--- config.mk ---
export PLATFORM = sky130hd
export DESIGN_NAME = lsdrs_div10
export DESIGN_NICKNAME = d
export VERILOG_FILES = /design/src/hw/rtl/lsdrs_pkg.sv /design/src/hw/rtl/lsdrs_div10.sv
export SDC_FILE = /design/constraint.sdc
export NUM_CORES = 1
export LEC_CHECK = 0
export ABC_AREA = 1
export BUFFER_PORTS_ARGS = -buffer_cell sky130_fd_sc_hd__buf_4
export CAP_MARGIN = 20
export CORE_ASPECT_RATIO = 1.2
export CORE_MARGIN = 5
export CORE_UTILIZATION = 65
export CTS_CLUSTER_SIZE = 10
export DETAILED_ROUTE_END_ITERATION = 12
export PLACE_DENSITY = 0.84
export SLEW_MARGIN = 20
export SYNTH_ARGS = -nofsm -noshare
export SYNTH_HDL_FRONTEND = slang
export SYNTH_SLANG_ARGS = --single-unit
--- constraint.sdc ---
create_clock -name clk -period 8.8 [get_ports clk]
set_input_delay 1.32 -clock clk [delete_from_list [all_inputs] [get_ports clk]]
set_output_delay 1.32 -clock clk [all_outputs]
set_load 0.01 [all_outputs]
--- src/hw/rtl/lsdrs_pkg.sv ---
// Shared types and constants for the decimal LSD radix sort block.
// Used by the divide-by-ten unit, the bucket counter, the top level and the checker.
// Depends on nothing.
`timescale 1ns / 1ps

package lsdrs_pkg;

  localparam int VALUE_W     = 31;
  localparam int DIGIT_W     = 4;
  localparam int PASS_W      = 4;
  localparam int POS_W       = 6;
  localparam int STEP_W      = 4;
  localparam int RADIX       = 10;
  localparam int IN_TDATA_W  = 32;
  localparam int IN_TUSER_W  = 2;
  localparam int OUT_TDATA_W = 48;

  // Reciprocal of ten for a 32-bit dividend: q / 10 == (q * MAGIC) >> 35.
  localparam logic [31:0] DIV10_MAGIC = 32'hCCCC_CCCD;
  localparam int          DIV10_SHIFT = 35;

  // Request kinds carried in bit 0 of the input tuser.
  localparam logic OP_LOAD = 1'b0;
  localparam logic OP_PASS = 1'b1;

  typedef enum logic [1:0] {
    BKT_NOP   = 2'd0,
    BKT_CLEAR = 2'd1,
    BKT_INCR  = 2'd2,
    BKT_PFX   = 2'd3
  } bkt_op_t;

  typedef struct packed {
    bkt_op_t                   op;
    logic [DIGIT_W-1:0]        digit;
    logic [STEP_W-1:0]         pfx_idx;
  } bkt_ctl_t;

endpackage

--- src/hw/rtl/lsdrs_div10.sv ---
// Two-stage divide-by-ten unit: multiply by the reciprocal, then form the remainder.
// Shared by every digit step of a load. Depends on lsdrs_pkg.
`timescale 1ns / 1ps

module lsdrs_div10 (
  input  logic                          clk,
  input  logic                          rst_n,
  input  logic                          start,
  input  logic [lsdrs_pkg::VALUE_W-1:0] dividend,
  output logic                          done,
  output logic [lsdrs_pkg::VALUE_W-1:0] quot,
  output logic [lsdrs_pkg::DIGIT_W-1:0] rem
);
  import lsdrs_pkg::*;

  localparam int PROD_W = VALUE_W + 32;
  localparam int QUOT_W = PROD_W - DIV10_SHIFT;

  logic [PROD_W-1:0]  prod_r;
  logic [VALUE_W-1:0] d_r;
  logic               s1_r;
  logic               done_r;
  logic [VALUE_W-1:0] quot_r;
  logic [DIGIT_W-1:0] rem_r;
  logic [QUOT_W-1:0]  quot_c;
  logic [VALUE_W-1:0] tenx_c;
  logic [VALUE_W-1:0] diff_c;

  always_ff @(posedge clk) begin
    if (!rst_n) begin
      s1_r   <= 1'b0;
      done_r <= 1'b0;
    end else begin
      s1_r   <= start;
      done_r <= s1_r;
    end
  end

  always_ff @(posedge clk) begin
    prod_r <= PROD_W'(dividend) * PROD_W'(DIV10_MAGIC);
    d_r    <= dividend;
    quot_r <= VALUE_W'(quot_c);
    rem_r  <= diff_c[DIGIT_W-1:0];
  end

  always_comb begin
    quot_c = prod_r[PROD_W-1:DIV10_SHIFT];
    tenx_c = VALUE_W'({quot_c, 3'b000}) + VALUE_W'({quot_c, 1'b0});
    diff_c = d_r - tenx_c;
  end

  assign done = done_r;
  assign quot = quot_r;
  assign rem  = rem_r;

endmodule

### After elaboration in Yosys (flattened, before gate mapping)

Cells that the tools add are included.

| word-level totals | value |
|---|---|
| input bits | 34 |
| bits in registers | 101 |

| cells by class | value |
|---|---|
| add/sub/neg operators | 2 |
| multiply operators | 1 |

Operator list:

| cell | number |
|---|---|
| multiplier 31 x 32 -> 63 bit (second input constant) | 1 |
| adder 4 bit | 1 |
| subtractor 4 bit | 1 |

### Longest topological paths before layout

| depth | value |
|---|---|
| depth after elaboration | 2 |
| mapped depth | 29 |
| gate-level depth less buffers | 29 |

### Worst setup path after synthesis

No wires, ideal clock.

| path | value |
|---|---|
| kind | in2reg |
| start | in dividend[16] in the netlist's numbering |
| end | reg prod_r[52] |
| arrival | 6.611 ns |
| setup slack | 2.077 ns |
| cell stages on the path | 23 |
| required time | 8.688 ns |
| path through | ha_1 -> inv_1 -> fa_1 -> fa_1 -> fa_1 -> inv_1 -> fa_1 -> fa_1 -> fa_1 -> inv_1 -> fa_1 -> inv_1 -> ha_1 -> a21oi_1 -> inv_1 -> a21oi_1 -> nand2_1 -> a21oi_2 -> nor2_1 -> nor2_1 -> nand2_1 -> nand2_1 -> nand2_1 |

| between the ends | value |
|---|---|
| word-level cells in the longest chain between the ends | 1 |

Ends and longest elaborated chain:

| what | line | RTL |
|---|---|---|
| start: declaration | lsdrs_div10.sv:9 | `input logic [lsdrs_pkg::VALUE_W-1:0] dividend,` |
| multiplier 31 x 32 -> 63 bit | lsdrs_div10.sv:40 | `prod_r <= PROD_W'(dividend) * PROD_W'(DIV10_MAGIC);` |
| end signal: assignment | lsdrs_div10.sv:40 |  |
| end: declaration | lsdrs_div10.sv:19 | `logic [PROD_W-1:0] prod_r;` |

No other way between the ends.
A chain may end at the register's enable or synchronous reset.

### Worst setup path in the final report

| path | value |
|---|---|
| start | in dividend[5] in the netlist's numbering |
| end | reg prod_r[41] |

Same word-level chain as after synthesis.

==> out/qor.txt <==
ROUTING
------------------------------------------------------------------------------------------------------
Routed wirelength normalized by instance count ..........................................      18.9 um
Sum of routed wire length over all layers ...............................................     43400 um
Post-detailed-route via-to-cell ratio ...................................................         5.33
Total iterations of the first detailed-routing run ......................................            8
Residual antenna-violating net count after detailed routing .............................            0
DRC .....................................................................................            0
Vias ....................................................................................        12212
Number of design-rule violations left by the first detailed-router iteration ............          697

CLOCKING
------------------------------------------------------------------------------------------------------
Hold Buf Count CTS ......................................................................            0
Cell chosen for the clock root .......................................................... sky130_fd_sc_hd__clkbuf_16
H-tree depth reported by CTS ............................................................            3
Number of cells upsized or downsized after cts ..........................................            0
Number of buffers added by the clock tree synthesis step ................................            9
Clock tree from TritonCTS ...............................................................         done
Clock sink count ........................................................................           66
Post-CTS Setup Bufs .....................................................................            0
Number of buffers on the longest clock path .............................................            2
Source-to-sink clock delay at the later pin of the worst-skew pair ......................      0.34 ns
Clock transition at the register clock pins on the worst setup and hold paths after CTS .      0.06 ns

WORST SETUP PATH
------------------------------------------------------------------------------------------------------
Largest incremental delay on the critical path ..........................................      0.62 ns
Cell family with the largest share of critical-path delay ...............................  adder cells
Cells traversed along the worst timing path ............................................. buf_4, inv_1, ha_1, inv_1, fa_1, fa_1, fa_1, inv_1, fa_1, inv_1, fa_1, inv_1, fa_1, fa_1, inv_1, ha_1, nand2_1, nor2_1, nand2_1, nor4_1, nand2_1, nand2_1, nand2_1, nand2_1
Crit path capture type ..................................................................     register
Slowest cell on the critical path ....................................................... sky130_fd_sc_hd__fa_1
Worst path required time ................................................................      9.08 ns
Critical path start-end classification .................................................. input pin to register
Critical path arrival ...................................................................      7.52 ns
Biggest fanout along the worst timing path ..............................................            4
Worst Path Buf+Inv ......................................................................            7
Kind of launch point of the worst setup path ............................................    input pin
Most common cell on crit path ........................................................... sky130_fd_sc_hd__fa_1

STA
------------------------------------------------------------------------------------------------------
Setup TNS ...............................................................................         0 ns
Setup repair after global routing missed its margin .....................................        false
Final hold violation count ..............................................................            0
Number of setup violations in the final report ..........................................            0
Relative max-transition margin ..........................................................        41.4%
Time the final worst path needs with I/O delays and setup ...............................      7.24 ns
Pins over their slew limit ..............................................................            0
Max Freq ................................................................................    0.138 GHz
Slew at the pin closest to its max-slew limit ...........................................     0.876 ns
Worst clock skew ........................................................................   0.00685 ns
Post-route fraction of the period consumed by the critical path .........................        82.3%

SYNTHESIS
------------------------------------------------------------------------------------------------------
Fraction of the yosys area taken by sequential cells ....................................        8.61%
Share of async-settable or async-resettable flops after synthesis .......................           0%
Main flop type after synthesis .......................................................... sky130_fd_sc_hd__dfxtp_1
Synthesis warning total .................................................................            0
Cell types occupying the most area after synthesis ...................................... sky130_fd_sc_hd__fa_1, sky130_fd_sc_hd__ha_1, sky130_fd_sc_hd__inv_1
Library cell with the highest instance count after synthesis ............................ sky130_fd_sc_hd__inv_1
Mean Syn Cell Area ......................................................................   8.08 sq um
Most frequent cells after synthesis ..................................................... sky130_fd_sc_hd__inv_1, sky130_fd_sc_hd__nand2_1, sky130_fd_sc_hd__ha_1
Post-synth design cell area ............................................................. 0.0153 sq mm
Number of synthesized flops with an enable pin ..........................................            0
Distinct cell type count after synthesis ................................................           33
Cell taking the most area after synthesis ............................................... sky130_fd_sc_hd__fa_1
Area fraction of the dominant cell type after synthesis .................................        30.1%
Register bit count reported by yosys ....................................................           66
Synthesized instance count ..............................................................         1898

LAYOUT
------------------------------------------------------------------------------------------------------
Antenna cell count ......................................................................            0
Cell area after layout .................................................................. 0.0165 sq mm
Layout area overhead ....................................................................        7.90%
Nets ....................................................................................         2543
Number of inserted filler cells in the final layout .....................................         1939
Fraction of layout cells with a size suffix above 1 .....................................        7.79%

OUTCOME
------------------------------------------------------------------------------------------------------
Status .................................................................................. finished, final reports clean

FLOORPLANNING
------------------------------------------------------------------------------------------------------
Number of top-level pins ................................................................           70
Placement row count .....................................................................           61
Horizontal die dimension ................................................................       150 um
Die ar. ................................................................................. 0.0268 sq mm
Initial Utilization .....................................................................        66.1%
Die height ..............................................................................       178 um
Floorplan core area ..................................................................... 0.0232 sq mm

GLOBAL ROUTE
------------------------------------------------------------------------------------------------------
Wire length of the first global-routing pass ............................................     70300 um
Maximum number of pins on one net before global-route repair ............................           13
Via count of the first global-routing pass ..............................................        13490
Antenna violations before repair ........................................................            0
Remaining global-route overflow .........................................................            0
GRT Resource Usage Total ................................................................        34.8%

PLACE
------------------------------------------------------------------------------------------------------
DP Wirelength ...........................................................................     40100 um
Placer Congestion .......................................................................        0.978
Area of placed instances ................................................................ 0.0162 sq mm
Number of buffers added on ports ........................................................           66

MIN PATH
------------------------------------------------------------------------------------------------------
Tightest Hold Check Type ................................................................ register to register

JOB
------------------------------------------------------------------------------------------------------
Number of violations of the max-capacitance limit .......................................            0

## kinds of logic (layout without fill, tap and decap cells)
group	count (synthesis)	count (layout)	synth area share, %
xor gates and xnor gates	26	26	1.48
AOI/OAI and AO/OA	130	130	4.61
adders and majority gates	537	537	55.1
and+or+nand+nor	613	613	17.2
buffers and inverters	525	602	12.9
other	1	3	0.0244
DFF	66	66	8.61
## per-stage QoR
step | worst slack (ns) | utilization, % | cells | hold slack [ns]
final | 1.56 | 71.3 | 2292 | 0.324
after global routing | 1.22 | 71.3 | 2292 | 0.333
after CTS | 1.61 | 71.3 | 2292 | 0.323
after detailed placement | 1.27 | 69.8 | 2276 | 0.312
after global placement | 1.35 | 69.8 | 2276 | 0.311
after floorplan | 2.08 | - | 1900 | 0.310
## final timing paths
| check | to | start | slack (ns) | cells past startpoint |
|---|---|---|---|---|
| max | prod_r[41] | dividend[5] | 1.56 | 24 |
| min reg2reg | quot[24] | prod_r[59] | 0.32 | 0 |
| max reg2reg | rem[3] | d_r[2] | 7.54 | 6 |
| min | quot[24] | prod_r[59] | 0.32 | 0 |
## per-layer routing
| layer | global-route usage (%) | vias to the layer above | share of wire [%] |
|---|---|---|---|
| li1 | - | 5887 | - |
| met1 | 42.6 | 5796 | 40 |
| met2 | 60.9 | 390 | 49 |
| met3 | 3.51 | 139 | 4.3 |
| met4 | 17.4 | 0 | 6.4 |
| met5 | 0 | - | 0 |
## sequential cells by signal, indices dropped and copies added, names as in the netlist
name,cells
prod_r,28
quot,28
d_r,4
rem,4
done,1
s1_r,1
## worst reg2reg max path, cell delays in order, from the launching register on
cell                      delay [ns]
sky130_fd_sc_hd__dfxtp_1        0.31
sky130_fd_sc_hd__inv_1          0.04
sky130_fd_sc_hd__ha_1           0.20
sky130_fd_sc_hd__xnor2_1        0.20
sky130_fd_sc_hd__xor2_1         0.20
sky130_fd_sc_hd__xnor2_1        0.14
sky130_fd_sc_hd__inv_1          0.06
## layout make-up
class	instances	area, sq um	area share (%)
clock buffer	10	229	1.38
sequential	66	1320	7.98
timing repair buffer	66	495	2.99
multi-input combinational	1309	12000	72.8
inverter	520	1950	11.8
clock inverter	6	115	0.696
tap	315	394	2.38
## cells in the final DEF (no fill, tap or decap)
cell type                    netlist  final
sky130_fd_sc_hd__a21o_1            8      8
sky130_fd_sc_hd__ha_1            306    306
sky130_fd_sc_hd__nand2_1         389    389
sky130_fd_sc_hd__nor3_1            2      2
sky130_fd_sc_hd__buf_4             3     66
sky130_fd_sc_hd__fa_1            231    231
sky130_fd_sc_hd__clkbuf_16         0      9
sky130_fd_sc_hd__xor2_1           11     11
sky130_fd_sc_hd__a21oi_1          71     71
sky130_fd_sc_hd__nor2_2           19     19
sky130_fd_sc_hd__xnor2_1          15     15
sky130_fd_sc_hd__nor2_1           97     97
sky130_fd_sc_hd__nand2_2          17     17
sky130_fd_sc_hd__clkinv_4          0      2
sky130_fd_sc_hd__inv_1           504    504
sky130_fd_sc_hd__inv_2            15     15
sky130_fd_sc_hd__a21boi_0          2      2
sky130_fd_sc_hd__nor2_4            7      7
sky130_fd_sc_hd__clkbuf_1          2      1
sky130_fd_sc_hd__o21ai_1           2      2
sky130_fd_sc_hd__a21oi_2           1      1
sky130_fd_sc_hd__nor4_1            3      3
sky130_fd_sc_hd__conb_1            1      3
sky130_fd_sc_hd__o21bai_1         10     10
sky130_fd_sc_hd__clkinvlp_4        0      1
sky130_fd_sc_hd__nor4_2            2      2
sky130_fd_sc_hd__o211ai_1          1      1
sky130_fd_sc_hd__nor3_2            9      9
sky130_fd_sc_hd__nand4_1          10     10
sky130_fd_sc_hd__dfxtp_1          66     66
sky130_fd_sc_hd__o21ai_0          35     35
sky130_fd_sc_hd__bufinv_16         0      3
sky130_fd_sc_hd__nor3_4            1      1
sky130_fd_sc_hd__nand3b_1          2      2
sky130_fd_sc_hd__or2_2             2      2
sky130_fd_sc_hd__clkinv_1          1      1
sky130_fd_sc_hd__nand3_1          53     53
Power is not shown: default switching activity piles up to over one toggle a cycle in this logic, so the estimate is an artifact.
