<file path="config.mk">
export PLATFORM = sky130hd
export DESIGN_NAME = lsdrs_buckets
export DESIGN_NICKNAME = d
export VERILOG_FILES = /design/src/hw/rtl/lsdrs_pkg.sv /design/src/hw/rtl/lsdrs_buckets.sv
export SDC_FILE = /design/constraint.sdc
export NUM_CORES = 1
export LEC_CHECK = 0
export ABC_AREA = 1
export BUFFER_PORTS_ARGS = -buffer_cell sky130_fd_sc_hd__clkbuf_2
export CORE_MARGIN = 1.5
export CORE_UTILIZATION = 30
export CTS_CLUSTER_DIAMETER = 60
export CTS_CLUSTER_SIZE = 30
export DETAILED_ROUTE_END_ITERATION = 12
export GPL_TIMING_DRIVEN = 0
export PLACE_DENSITY_LB_ADDON = 0.12
export SLEW_MARGIN = 20
export SYNTH_ARGS = -nofsm -noshare
export SYNTH_HDL_FRONTEND = slang
export SYNTH_SLANG_ARGS = --single-unit
</file>
<file path="constraint.sdc">
create_clock -name clk -period 9.81 [get_ports clk]
set_clock_uncertainty 0.15 [all_clocks]
set_input_delay 1.962 -clock clk [delete_from_list [all_inputs] [get_ports clk]]
set_output_delay 1.962 -clock clk [all_outputs]
set_load 0.02 [all_outputs]
</file>
<file path="src/hw/rtl/lsdrs_pkg.sv">
// Shared types and constants for the decimal LSD radix sort block.
// Used by the divide-by-ten unit, the bucket counter, the top level and the checker.
// Depends on nothing.
`timescale 1ns / 1ps

package lsdrs_pkg;

  localparam int VALUE_W     = 31;
  localparam int DIGIT_W     = 4;
  localparam int PASS_W      = 4;
  localparam int POS_W       = 6;
  localparam int STEP_W      = 4;
  localparam int RADIX       = 10;
  localparam int IN_TDATA_W  = 32;
  localparam int IN_TUSER_W  = 2;
  localparam int OUT_TDATA_W = 48;

  // Reciprocal of ten for a 32-bit dividend: q / 10 == (q * MAGIC) >> 35.
  localparam logic [31:0] DIV10_MAGIC = 32'hCCCC_CCCD;
  localparam int          DIV10_SHIFT = 35;

  // Request kinds carried in bit 0 of the input tuser.
  localparam logic OP_LOAD = 1'b0;
  localparam logic OP_PASS = 1'b1;

  typedef enum logic [1:0] {
    BKT_NOP   = 2'd0,
    BKT_CLEAR = 2'd1,
    BKT_INCR  = 2'd2,
    BKT_PFX   = 2'd3
  } bkt_op_t;

  typedef struct packed {
    bkt_op_t                   op;
    logic [DIGIT_W-1:0]        digit;
    logic [STEP_W-1:0]         pfx_idx;
  } bkt_ctl_t;

endpackage

</file>
<file path="src/hw/rtl/lsdrs_buckets.sv">
// Ten bucket counters that count digits, turn into running offsets by a prefix
// walk, and then hand out scatter slots. Depends on lsdrs_pkg.
`timescale 1ns / 1ps

module lsdrs_buckets #(
  parameter int CNT_W = 7
) (
  input  logic                clk,
  input  lsdrs_pkg::bkt_ctl_t ctl,
  output logic [CNT_W-1:0]    off_rd
);
  import lsdrs_pkg::*;

  logic [CNT_W-1:0] off_r [RADIX];
  logic [CNT_W-1:0] sum_r;

  always_ff @(posedge clk) begin
    unique case (ctl.op)
      BKT_CLEAR: begin
        for (int k = 0; k < RADIX; k++) begin
          off_r[k] <= '0;
        end
        sum_r <= '0;
      end
      BKT_INCR: begin
        off_r[ctl.digit] <= off_r[ctl.digit] + CNT_W'(1);
      end
      BKT_PFX: begin
        off_r[ctl.pfx_idx] <= sum_r;
        sum_r              <= sum_r + off_r[ctl.pfx_idx];
      end
      default: begin
      end
    endcase
  end

  assign off_rd = off_r[ctl.digit];

endmodule

</file>
Word-level counts from Yosys, hierarchy flattened
Memory sizes are Yosys's and may differ from the RTL's.
Cells that the tools add are included.
Word-level totals
  register bits: 7
  RAM bits: 70
  bits of input ports: 11
  output and inout port bits: 7
  logic and storage cells: 23
  memories: 1
Memories
  off_r: words 10, width 7, read ports 2, clocked after memory_dff 0, write ports 10, RTL line lsdrs_buckets.sv:14  | logic [CNT_W-1:0] off_r [RADIX];
Cells by class
  add/subtract/negate cells: 2
  eq/ne operators: 3
  mux-type cells: 13
  reductions and logical operators: 3
Operators by type and width (count)
  $mux W7: 2
  $pmux W7 S2: 1
  $reduce_or A7 Y1: 2
  $mux W1: 8
  $mux W4: 2
  $add A7 B1 Y7 const B: 1
  $add A7 B7 Y7: 1
  $eq A2 B2 Y1 const B: 2
  $eq A2 B1 Y1 const B: 1
  $reduce_bool A2 Y1: 1

Logic depth before layout (Yosys ltp)
Gate-level depths: netlist of run 1.
  word-level depth: 6
  mapped depth: 19

Worst setup path after synthesis of run 1
Ideal clock, no wire load.
  kind: input to output
  start point: input port ctl[4] (netlist name)
  end point: output port off_rd[6]
  arrival: 2.876 ns
  required time: 7.698 ns
  path slack: 4.822 ns
  stages: 10
  path buffers: 3
  path through: buf_6 -> inv_4 -> buf_6 -> buf_6 -> a21oi_1 -> o21ai_1 -> o211ai_1 -> nand3_1 -> nand2_1 -> inv_2
Between the ends
  longest elaborated chain between the ends: 1
Ends and longest elaborated chain
  start, declared: RTL line lsdrs_buckets.sv:9  | input lsdrs_pkg::bkt_ctl_t ctl,
  $mem_v2 Z10 W7
  end, declared: RTL line lsdrs_buckets.sv:10  | output logic [CNT_W-1:0] off_rd
Every way passes these cells.

Final worst setup path of run 1
  start point: input port ctl[1] (netlist name)
  end point: register sum_r[6] (data pin)
Between the ends
  longest elaborated chain between the ends: 3
Ends and longest elaborated chain
  $mem_v2 Z10 W7
  $add A7 B7 Y7: RTL line lsdrs_buckets.sv:30  | sum_r <= sum_r + off_r[ctl.pfx_idx];
  $pmux W7 S2: RTL line lsdrs_buckets.sv:18  | unique case (ctl.op)
  end signal, assigned: RTL line lsdrs_buckets.sv:30
  end, declared: RTL line lsdrs_buckets.sv:15  | logic [CNT_W-1:0] sum_r;
Every way passes these cells.
A chain may end at the register's enable or synchronous reset.

==> results of run 1 <==
power groups by stage:
stage	combinational [mW]	sequential (mW)	clock [mW]
floorplan	0.133	0.602	0
global placement	0.208	0.605	0
detailed placement	0.209	0.606	0
CTS	0.210	0.595	0.643
global route	0.231	0.597	0.664
finish	0.211	0.595	0.638
worst paths after layout:
check	from	end	slack [ps]	cells after the start
setup / recovery	ctl[1]	sum_r[6]$_SDFFCE_PN0P_	3910	19
hold / removal	sum_r[6]$_SDFFCE_PN0P_	sum_r[6]$_SDFFCE_PN0P_	540	2
setup reg to reg	off_r[1][0]$_SDFFCE_PN0P_	sum_r[6]$_SDFFCE_PN0P_	6430	18
hold reg to reg	sum_r[6]$_SDFFCE_PN0P_	sum_r[6]$_SDFFCE_PN0P_	540	2
worst min-delay path: stages, from the launching register on:
cell      delay (ps)
edfxtp_1         360
xor2_1            90
a21oi_1          130
sequential cells by signal, summed over array words and instances, names as in the netlist:
name and cells:
off_r 112, sum_r 7
cell families after synthesis:
kind of cell | share of synthesized area, %
simple gates | 20.6
flops | 51.7
mux | 0.145
xor+xnor | 0.127
compound gates | 15.7
buf+inv | 10.1
fa+ha+maj | 1.56
layout by cell type (no fill, tap or decap), types with 5 or more instances in the layout:
| cell | instances |
|---|---|
| nand2_1 | 150 |
| edfxtp_1 | 119 |
| inv_1 | 107 |
| a21oi_1 | 94 |
| nor2_1 | 88 |
| nand3_1 | 78 |
| o21ai_0 | 66 |
| clkbuf_1 | 24 |
| o211ai_1 | 17 |
| clkbuf_16 | 17 |
| clkbuf_2 | 12 |
| o221ai_1 | 9 |
| buf_6 | 9 |
| buf_2 | 8 |
| nand2_2 | 7 |
| o22ai_1 | 7 |
| ha_1 | 7 |
| clkinv_1 | 5 |
| inv_2 | 5 |
synthesized netlist by cell type:
master and n:
nand2_1 150, edfxtp_1 119, inv_1 107, a21oi_1 94, nor2_1 88, nand3_1 78, o21ai_0 66, clkbuf_1 23
o211ai_1 17, buf_6 9, o221ai_1 9, buf_2 8, ha_1 7, nand2_2 7, o22ai_1 7, inv_2 5
buf_4 3, clkinv_1 3, inv_4 2, nand3_4 2, nor2_4 2, o21ai_1 2, or2_0 2, a211oi_1 1
buf_1 1, fa_1 1, mux2i_1 1, nand3_2 1, nor3_1 1, o21ai_2 1, o21bai_2 1, or2_1 1
or2_2 1, xor2_1 1
area by class of cell:
cell class / instances / area [sq um] / share of cell area, %
clock buffers: 18 / 429 / 5.41
inverters: 117 / 444 / 5.60
repair buffers: 13 / 67.6 / 0.852
flip-flops and latches: 119 / 3570 / 45.1
well taps: 285 / 357 / 4.50
plain buffers: 44 / 254 / 3.20
clock inverters: 14 / 158 / 1.99
multi-input cells: 541 / 2650 / 33.4
metrics by stage:
stage | power [mW] | instance area, sq um | hold WS, ps
after floorplan | 0.735 | 6910 | 495
after global placement | 0.814 | 7330 | 523
after detailed placement | 0.815 | 7340 | 541
after CTS | 1.45 | 7930 | 557
after global routing | 1.49 | 7930 | 614
final | 1.44 | 7930 | 542
metal layers:
metal,global-route usage [%],part of all wire (%),vias up,wire length [microns]
met5,0,0,-,0
met4,7.10,2.3,0,599
met3,3.61,6.2,46,1610
met2,36.8,47,247,12200
met1,30.8,45,2962,11600
li1,-,-,2854,-
==> results by group, run 1 <==
Placed design
  • # port buffers: 12
  • HPWL reported at the end of detailed placement: 18700 microns
  • Placement-stage worst setup slack: 3590 ps
  • Cell Count Post-Placement: ~1100
  • Routability Congestion: 0.855

Final layout
  • Number of nets in the final layout: 872
  • Final Instance Count excl. Fillers: around 1200
  • # fillers: 2400
  • Number of antenna cells inserted: 0
  • Finished Core Util: 35.0%
  • Area delta synth->final: 14.7%
  • Share of final-layout standard cells stronger than drive strength 1: 9.82%

Synthesis
  • Yosys cell types: 34
  • Syn Std Cell Area: 6910 sq um
  • Synth Register Bits: 119
  • Top post-synthesis cells by area: edfxtp_1 (52%), nand2_1 (8.1%), a21oi_1 (6.8%)
  • Sequential cell area fraction in the yosys report: 51.7%
  • Synth Warn #: 0
  • Largest area contributor in the netlist: edfxtp_1
  • Count of mapped cells out of synthesis: 821
  • Top-area cell type share of the netlist area: 51.7%
  • Nets in the synthesized netlist: 840
  • Syn avg cell area: 8.42 sq um

Power and ir drop
  • Psw: 408 uW
  • Share of power burned in the clock network: 44.2%
  • Leakage Power: 3.18 nW
  • Net switching fraction of the power: 28.2%
  • Maximum resistive drop on vdd: 0.000105 V
  • Power density cells: 182 nW/um^2
  • Fraction of power consumed by sequential logic: 41.2%
  • Relative contribution of combinational cells to total power: 14.6%
  • Internal power contribution: a little over 1 mW

CTS
  • TritonCTS clock tree: built
  • Number of sinks on the clock net: 119
  • Count of instances resized after the clock tree is built: 0
  • Clock transition at the registers of the reported paths: 60 ps
  • Total CTS buffers: 17
  • Source-to-sink clock delay at the later pin of the worst-skew pair: 440 ps
  • Bufs on Longest Clock Path: 2
  • Buffer cell driving the clock tree root: clkbuf_16
  • Number of buffers added for setup after CTS: 0
  • CTS H-tree lvls: 4
  • Hold-fix buffers at CTS: 0

Die
  • Floorplan die height: 155 microns
  • Starting density of the core: 30.5%
  • Area of the die: 24000 sq um
  • Site row count: 55
  • Die W: about 150 microns
  • Top-Level Pins: 18
  • Core outline area: 22600 sq um

Timing
  • Number of failing setup endpoints in the final timing report: 0
  • Final Hold Fails: 0
  • Worst slew margin relative to its limit: between 30 and 40%
  • Fmax: 169 MHz
  • Time the final worst path needs with I/O delays and setup: 5900 ps
  • Setup TNS after final layout: 0 ps
  • Tightest Pin Transition: 1050 ps
  • Fin. max-slew vios: 0
  • Post-route clock period utilization: 60.2%
  • Setup repair after global routing missed its margin: false
  • Post-layout worst setup margin: 3910 ps

Critical path
  • Data arrival time of the critical path: between 5000 and 6000 ps
  • Cell breakdown of the critical path: buf_2 -> clkbuf_1 -> buf_1 -> o21ai_0 -> a21oi_1 -> o22ai_1 -> o21ai_0 -> ha_1 -> inv_1 -> fa_1 -> inv_1 -> nand3_1 -> nand2_1 -> nand2_1 -> nand2_1 -> a21oi_1 -> xor2_1 -> o21ai_0 -> a21oi_1
  • CP Capture Type: flip-flop
  • Slowest Stage Delay on Critical Path: 630 ps
  • Max stage delay cell, worst path: buf_1
  • Buffers plus inverters on the worst setup path: 5
  • Type of the setup path with the least slack: in -> reg
  • Cell family contributing the most delay on the critical path: buffers and inverters
  • Required time at the endpoint of the critical path: between 9000 and 10000 ps
  • CP max FO: 10
  • Launching element type of the critical path: input port

Drt
  • Overall routed net length: 26100 microns
  • Initial DRC Count: 694
  • Remaining design rule violation count: 0
  • Detail Route Antenna Nets: 0
  • Detail-routed net length per standard cell: between 20 and 25 microns
  • DR vias: about 6100
  • First-pass detailed-route iteration total: 6
  • Detail-routed via count per cell: 5.31

Global routing
  • Largest net degree at the start of global routing: 17
  • Wire length of the first global-routing pass: 38600 microns
  • Overflow left after global routing: 0
  • Vias in the first global route: between 5000 and 6000
  • Global-route usage over all layers: 22.6%
  • Initial antenna violation count: 0

Flow run
  • Number of violations of the max-capacitance limit: 0

Status
  • Run status: finished, final reports clean

Min path
  • Classification of the worst-slack hold path: reg -> reg
No activity file was read; power rests on OpenSTA's default activity.
==> inputs of run 2 (changes only) <==
clock period = 5.25 ns   (was 9.81 ns; I/O delays follow)
==> run 2 against run 1 <==
  * Critical path depth unchanged
  * Worst setup slack worse by 3600 ps
  * Design area unchanged
  * Largest power group unchanged
  * Critical endpoint unchanged
  * Utilization unchanged
  * Global-route usage about the same
==> results by group, run 2 (synthesis results as in run 1) <==
Status
  • Run status: finished, final reports clean

Critical path
  • Slowest Stage Delay on Critical Path: 620 ps
  • Required time at the endpoint of the critical path: around 5300 ps
  • Startpoint of the worst register-to-register path: off_r[1][0]$_SDFFCE_PN0P_
  • Type of the setup path with the least slack: in -> reg
  • Launching element type of the critical path: input port
  • Cell family contributing the most delay on the critical path: buffers and inverters
  • Worst setup path startpoint: ctl[1]
  • Buffers plus inverters on the worst setup path: 5
  • Data arrival time of the critical path: 4980 ps
  • Max stage delay cell, worst path: buf_1
  • CP Capture Type: flip-flop
  • CP max FO: 10
  • Cell breakdown of the critical path: buf_2 -> clkbuf_1 -> buf_1 -> o21ai_0 -> a21oi_1 -> o22ai_1 -> o21ai_0 -> ha_1 -> inv_1 -> fa_1 -> inv_1 -> nand3_1 -> nand2_1 -> nand2_1 -> nand2_1 -> a21oi_1 -> xor2_1 -> o21ai_0 -> a21oi_1

Drt
  • DR vias: about 6100
  • Remaining design rule violation count: 0
  • First-pass detailed-route iteration total: 6
  • Detail-routed net length per standard cell: 22.6 microns
  • Detail Route Antenna Nets: 0
  • Routed length on met2: 12300 microns
  • Overall routed net length: about 26000 microns
  • Initial DRC Count: about 750
  • WL met3: 1560 microns
  • Metal-1 WL: about 12000 microns
  • Highest metal layer used by the detailed router: met4
  • Detail-routed via count per cell: 5.29

CTS
  • Source-to-sink clock delay at the later pin of the worst-skew pair: 440 ps
  • Count of instances resized after the clock tree is built: 0
  • Buffer cell driving the clock tree root: clkbuf_16
  • Total CTS buffers: 17
  • Clock transition at the registers of the reported paths: 60 ps
  • CTS H-tree lvls: 4
  • TritonCTS clock tree: built
  • Number of buffers added for setup after CTS: 0
  • Bufs on Longest Clock Path: 2
  • Hold-fix buffers at CTS: 0
  • Number of sinks on the clock net: between 100 and 150

Global routing
  • Overflow left after global routing: 0
  • Wire length of the first global-routing pass: 38600 microns
  • Vias in the first global route: just under 6000
  • Global-route usage over all layers: 22.6%
  • Largest net degree at the start of global routing: 17
  • Initial antenna violation count: 0

Timing
  • Number of failing setup endpoints in the final timing report: 0
  • Time the final worst path needs with I/O delays and setup: 4950 ps
  • Worst slew margin relative to its limit: between 30% and 40%
  • Fin. max-slew vios: 0
  • Final Hold Fails: 0
  • Fmax: between 200 and 250 MHz
  • Post-route clock period utilization: 94.2%
  • Setup repair after global routing missed its margin: false
  • Tightest Pin Transition: 1040 ps

Final layout
  • Number of flip-flops in the largest register: 112
  • Finished Core Util: between 30% and 40%
  • Commonest cells after routing, fill and taps aside: nand2_1 (150), edfxtp_1 (119), inv_1 (107)
  • Number of antenna cells inserted: 0
  • Share of final-layout standard cells stronger than drive strength 1: 9.82%
  • Final cell area excluding filler cells: 7930 sq um
  • Top Registers: off_r x112, sum_r x7
  • Number of nets in the final layout: 872
  • Area delta synth->final: 14.7%
  • Leading cell type in the layout, fill and taps excluded: nand2_1
  • Register with the highest flop count: off_r

Min path
  • Classification of the worst-slack hold path: reg -> reg
  • Critical hold path startpoint: sum_r[6]$_SDFFCE_PN0P_

Die
  • Top-Level Pins: 18
  • Site row count: 55
  • Starting density of the core: 30.5%
  • Area of the die: 24000 sq um
  • Floorplan die height: 155 microns
  • Core outline area: about 23000 sq um
  • Die W: 155 microns

Power and ir drop
  • Leakage Power: between 3 and 4 nW
  • Power density cells: 341 nW/um^2
  • Maximum resistive drop on vdd: ~0.0002 V

Flow run
  • Number of violations of the max-capacitance limit: 0

Placed design
  • Cell Area, Placed: about 7300 sq um
  • HPWL reported at the end of detailed placement: 18700 microns
  • # port buffers: 12
  • Routability Congestion: 0.855
## run 2: cell counts in the layout (fill, tap and decap cells not counted)
No cell type changed its count.
## run 2: worst paths after layout
check / end / slack (ps) / cells past startpoint
worst min-delay path: sum_r[6]$_SDFFCE_PN0P_ / 540 / 2
worst min register to register: sum_r[6]$_SDFFCE_PN0P_ / 540 / 2
worst max register to register: sum_r[6]$_SDFFCE_PN0P_ / 1890 / 18
worst max-delay path: sum_r[6]$_SDFFCE_PN0P_ / 300 / 19
## run 2: power by group
part	internal (mW)	switching (mW)	total (mW)	leakage, nW
Clock	0.740	0.455	1.19	0.281
Combinational	0.101	0.293	0.395	1.76
Sequential	1.10	0.0151	1.11	1.14
## run 2: final cells by class
class / instances / area [sq um]
Sequential cell: 119 / 3570
Buffer: 44 / 254
Inverter: 117 / 444
Clock inverter: 14 / 158
Fill cell: 2400 / 14700
Tap cell: 285 / 357
Clock buffer: 18 / 429
Timing Repair Buffer: 13 / 67.6
Multi-Input combinational cell: 541 / 2650
## run 2: per-stage QoR
| stage | hold WS [ps] | TNS, ps | instances | total power [mW] | setup WS (ps) |
|---|---|---|---|---|---|
| finish | 542 | 0 | 1151 | 2.70 | 302 |
| global route | 614 | 0 | 1151 | 2.79 | 82.5 |
| CTS | 557 | 0 | 1151 | 2.71 | 375 |
| detailed placement | 541 | -56.0 | 1119 | 1.52 | -56.0 |
| global placement | 523 | -59.1 | 1118 | 1.52 | -59.1 |
| floorplan | 495 | 0 | 821 | 1.37 | 1380 |
## run 2: layer usage
| metal | vias to the layer above | GRT usage [%] |
|---|---|---|
| li1 | 2852 | - |
| met1 | 2967 | 30.9 |
| met2 | 221 | 36.9 |
| met3 | 44 | 3.59 |
| met4 | 0 | 7.05 |
| met5 | - | 0 |
## run 2: worst register-to-register path: stages (launching register included)
cell and delay [ps]:
edfxtp_1 320, inv_1 60, a21oi_1 120, o21ai_0 120, nand2_1 100, o22ai_1 120
o21ai_0 570, ha_1 280, inv_1 70, fa_1 360, inv_1 90, nand3_1 70
nand2_1 110, nand2_1 60, nand2_1 60, a21oi_1 70, xor2_1 150, o21ai_0 190
a21oi_1 60
==> inputs of run 3 (changes only) <==
MAX_ROUTING_LAYER = met4   (was not set)
==> run 3 against run 2 <==
  * Sequential power is essentially flat
  * Clock power about the same
  * Critical path depth did not move
  * Clock-buffer cell count unchanged
  * Design area unchanged
  * Global-route usage rose by 0.68 points
==> results by group, run 3 (synthesis results as in run 1) <==
CTS
  • Total CTS buffers: 17
  • Buffer cell driving the clock tree root: clkbuf_16
  • TritonCTS clock tree: built
  • Hold-fix buffers at CTS: 0
  • Source-to-sink clock delay at the later pin of the worst-skew pair: around 430 ps
  • Number of buffers added for setup after CTS: 0
  • Number of sinks on the clock net: 119
  • Bufs on Longest Clock Path: 2
  • CTS H-tree lvls: 4
  • Clock transition at the registers of the reported paths: approximately 60 ps
  • Count of instances resized after the clock tree is built: 0

Final layout
  • Commonest cells after routing, fill and taps aside: nand2_1 (150), edfxtp_1 (119), inv_1 (107)
  • Top Registers: off_r x112, sum_r x7
  • Number of nets in the final layout: 872
  • Register with the highest flop count: off_r
  • Final cell area excluding filler cells: 7930 sq um
  • Number of flip-flops in the largest register: approximately 110
  • Number of antenna cells inserted: 0
  • Leading cell type in the layout, fill and taps excluded: nand2_1
  • Area delta synth->final: 14.7%
  • # fillers: 2400
  • Share of final-layout standard cells stronger than drive strength 1: 9.82%

Timing
  • Worst slew margin relative to its limit: approximately a third
  • Setup repair after global routing missed its margin: false
  • Post-route clock period utilization: a little over nine tenths
  • Final Hold Fails: 0
  • Number of failing setup endpoints in the final timing report: 0
  • Tightest Pin Transition: 1020 ps
  • Worst slack on hold paths: 542 ps
  • Time the final worst path needs with I/O delays and setup: 4970 ps
  • Fmax: 201 MHz
  • Fin. max-slew vios: 0

Placed design
  • Cell Area, Placed: between 7000 and 8000 sq um
  • # port buffers: 12
  • HPWL reported at the end of detailed placement: 18700 microns
  • Routability Congestion: 0.869

Global routing
  • Global-route usage over all layers: 23.3%
  • Wire length of the first global-routing pass: 38600 microns
  • Vias in the first global route: 5891
  • Overflow left after global routing: 0
  • Largest net degree at the start of global routing: 17
  • Initial antenna violation count: 0

Die
  • Area of the die: 24000 sq um
  • Top-Level Pins: 18
  • Die W: 155 microns
  • Starting density of the core: roughly 30%
  • Site row count: 55
  • Core outline area: about 23000 sq um
  • Floorplan die height: 155 microns

Critical path
  • Cell breakdown of the critical path: buf_2 -> clkbuf_1 -> buf_1 -> o21ai_0 -> a21oi_1 -> o22ai_1 -> o21ai_0 -> ha_1 -> inv_1 -> fa_1 -> inv_1 -> nand3_1 -> nand2_1 -> nand2_1 -> nand2_1 -> a21oi_1 -> xor2_1 -> o21ai_0 -> a21oi_1
  • Required time at the endpoint of the critical path: 5280 ps
  • Register-to-register path setup slack: 1890 ps
  • Total number of cells along the worst setup path: 19
  • Type of the setup path with the least slack: in -> reg
  • Slowest Stage Delay on Critical Path: about 610 ps
  • Worst r2r path cells: 18
  • CP Capture Type: flip-flop
  • Max stage delay cell, worst path: buf_1
  • CP max FO: 10
  • Buffers plus inverters on the worst setup path: 5
  • Cell family contributing the most delay on the critical path: buffers and inverters
  • Data arrival time of the critical path: 5010 ps
  • Launching element type of the critical path: input port

Drt
  • Detail-routed net length per standard cell: between 20 and 25 microns
  • First-pass detailed-route iteration total: 5
  • Remaining design rule violation count: 0
  • DR vias: roughly 6000
  • Overall routed net length: approximately 26000 microns
  • Detail-routed via count per cell: ~5.3
  • Detail Route Antenna Nets: 0
  • Initial DRC Count: 785

Power and ir drop
  • Power density cells: 341 nW/um^2
  • Maximum resistive drop on vdd: 0.000195 V
  • Leakage Power: between 3 and 4 nW

Min path
  • Classification of the worst-slack hold path: reg -> reg
  • Depth of the worst hold-timing path: 2

Status
  • Run status: finished, final reports clean

Flow run
  • Number of violations of the max-capacitance limit: 0
==> run 3: worst paths after layout <==
check,end,start
max,sum_r[6]$_SDFFCE_PN0P_,ctl[1]
min,sum_r[6]$_SDFFCE_PN0P_,sum_r[6]$_SDFFCE_PN0P_
max reg2reg,sum_r[6]$_SDFFCE_PN0P_,off_r[1][0]$_SDFFCE_PN0P_
min reg2reg,sum_r[6]$_SDFFCE_PN0P_,sum_r[6]$_SDFFCE_PN0P_
==> run 3: layout make-up <==
type / count / area [sq um] / area share (%)
Clock buffer: 18 / 429 / 5.41
Inverter: 117 / 444 / 5.60
Timing Repair Buffer: 13 / 67.6 / 0.852
Buffer: 44 / 254 / 3.20
Clock inverter: 14 / 158 / 1.99
Sequential cell: 119 / 3570 / 45.1
Multi-Input combinational cell: 541 / 2650 / 33.4
Tap cell: 285 / 357 / 4.50
==> run 3: worst min-delay path, stage by stage (launching register included) <==
cell and delay (ps):
edfxtp_1 360, xor2_1 90, a21oi_1 130
==> run 3: metal layers <==
metal / share of wire (%) / GRT usage, %
met1: 44 / 30.8
met2: 47 / 36.9
met3: 6.5 / 3.53
met4: 1.9 / 7.05
met5: 0 / -
==> run 3: per-stage QoR <==
stage | setup TNS [ps] | setup WS [ps] | instances | utilization (%) | power, mW
global route | 0 | 84.3 | 1151 | 35.0 | 2.79
CTS | 0 | 375 | 1151 | 35.0 | 2.71
finish | 0 | 278 | 1151 | 35.0 | 2.70
detailed placement | -56.0 | -56.0 | 1119 | 32.4 | 1.52
global placement | -59.1 | -59.1 | 1118 | 32.4 | 1.52
floorplan | 0 | 1380 | 821 | - | 1.37
==> run 3: power breakdown <==
group / internal (mW) / total, mW / switching (mW)
Combinational: 0.101 / 0.394 / 0.293
Sequential: 1.10 / 1.11 / 0.0151
Clock: 0.740 / 1.20 / 0.456
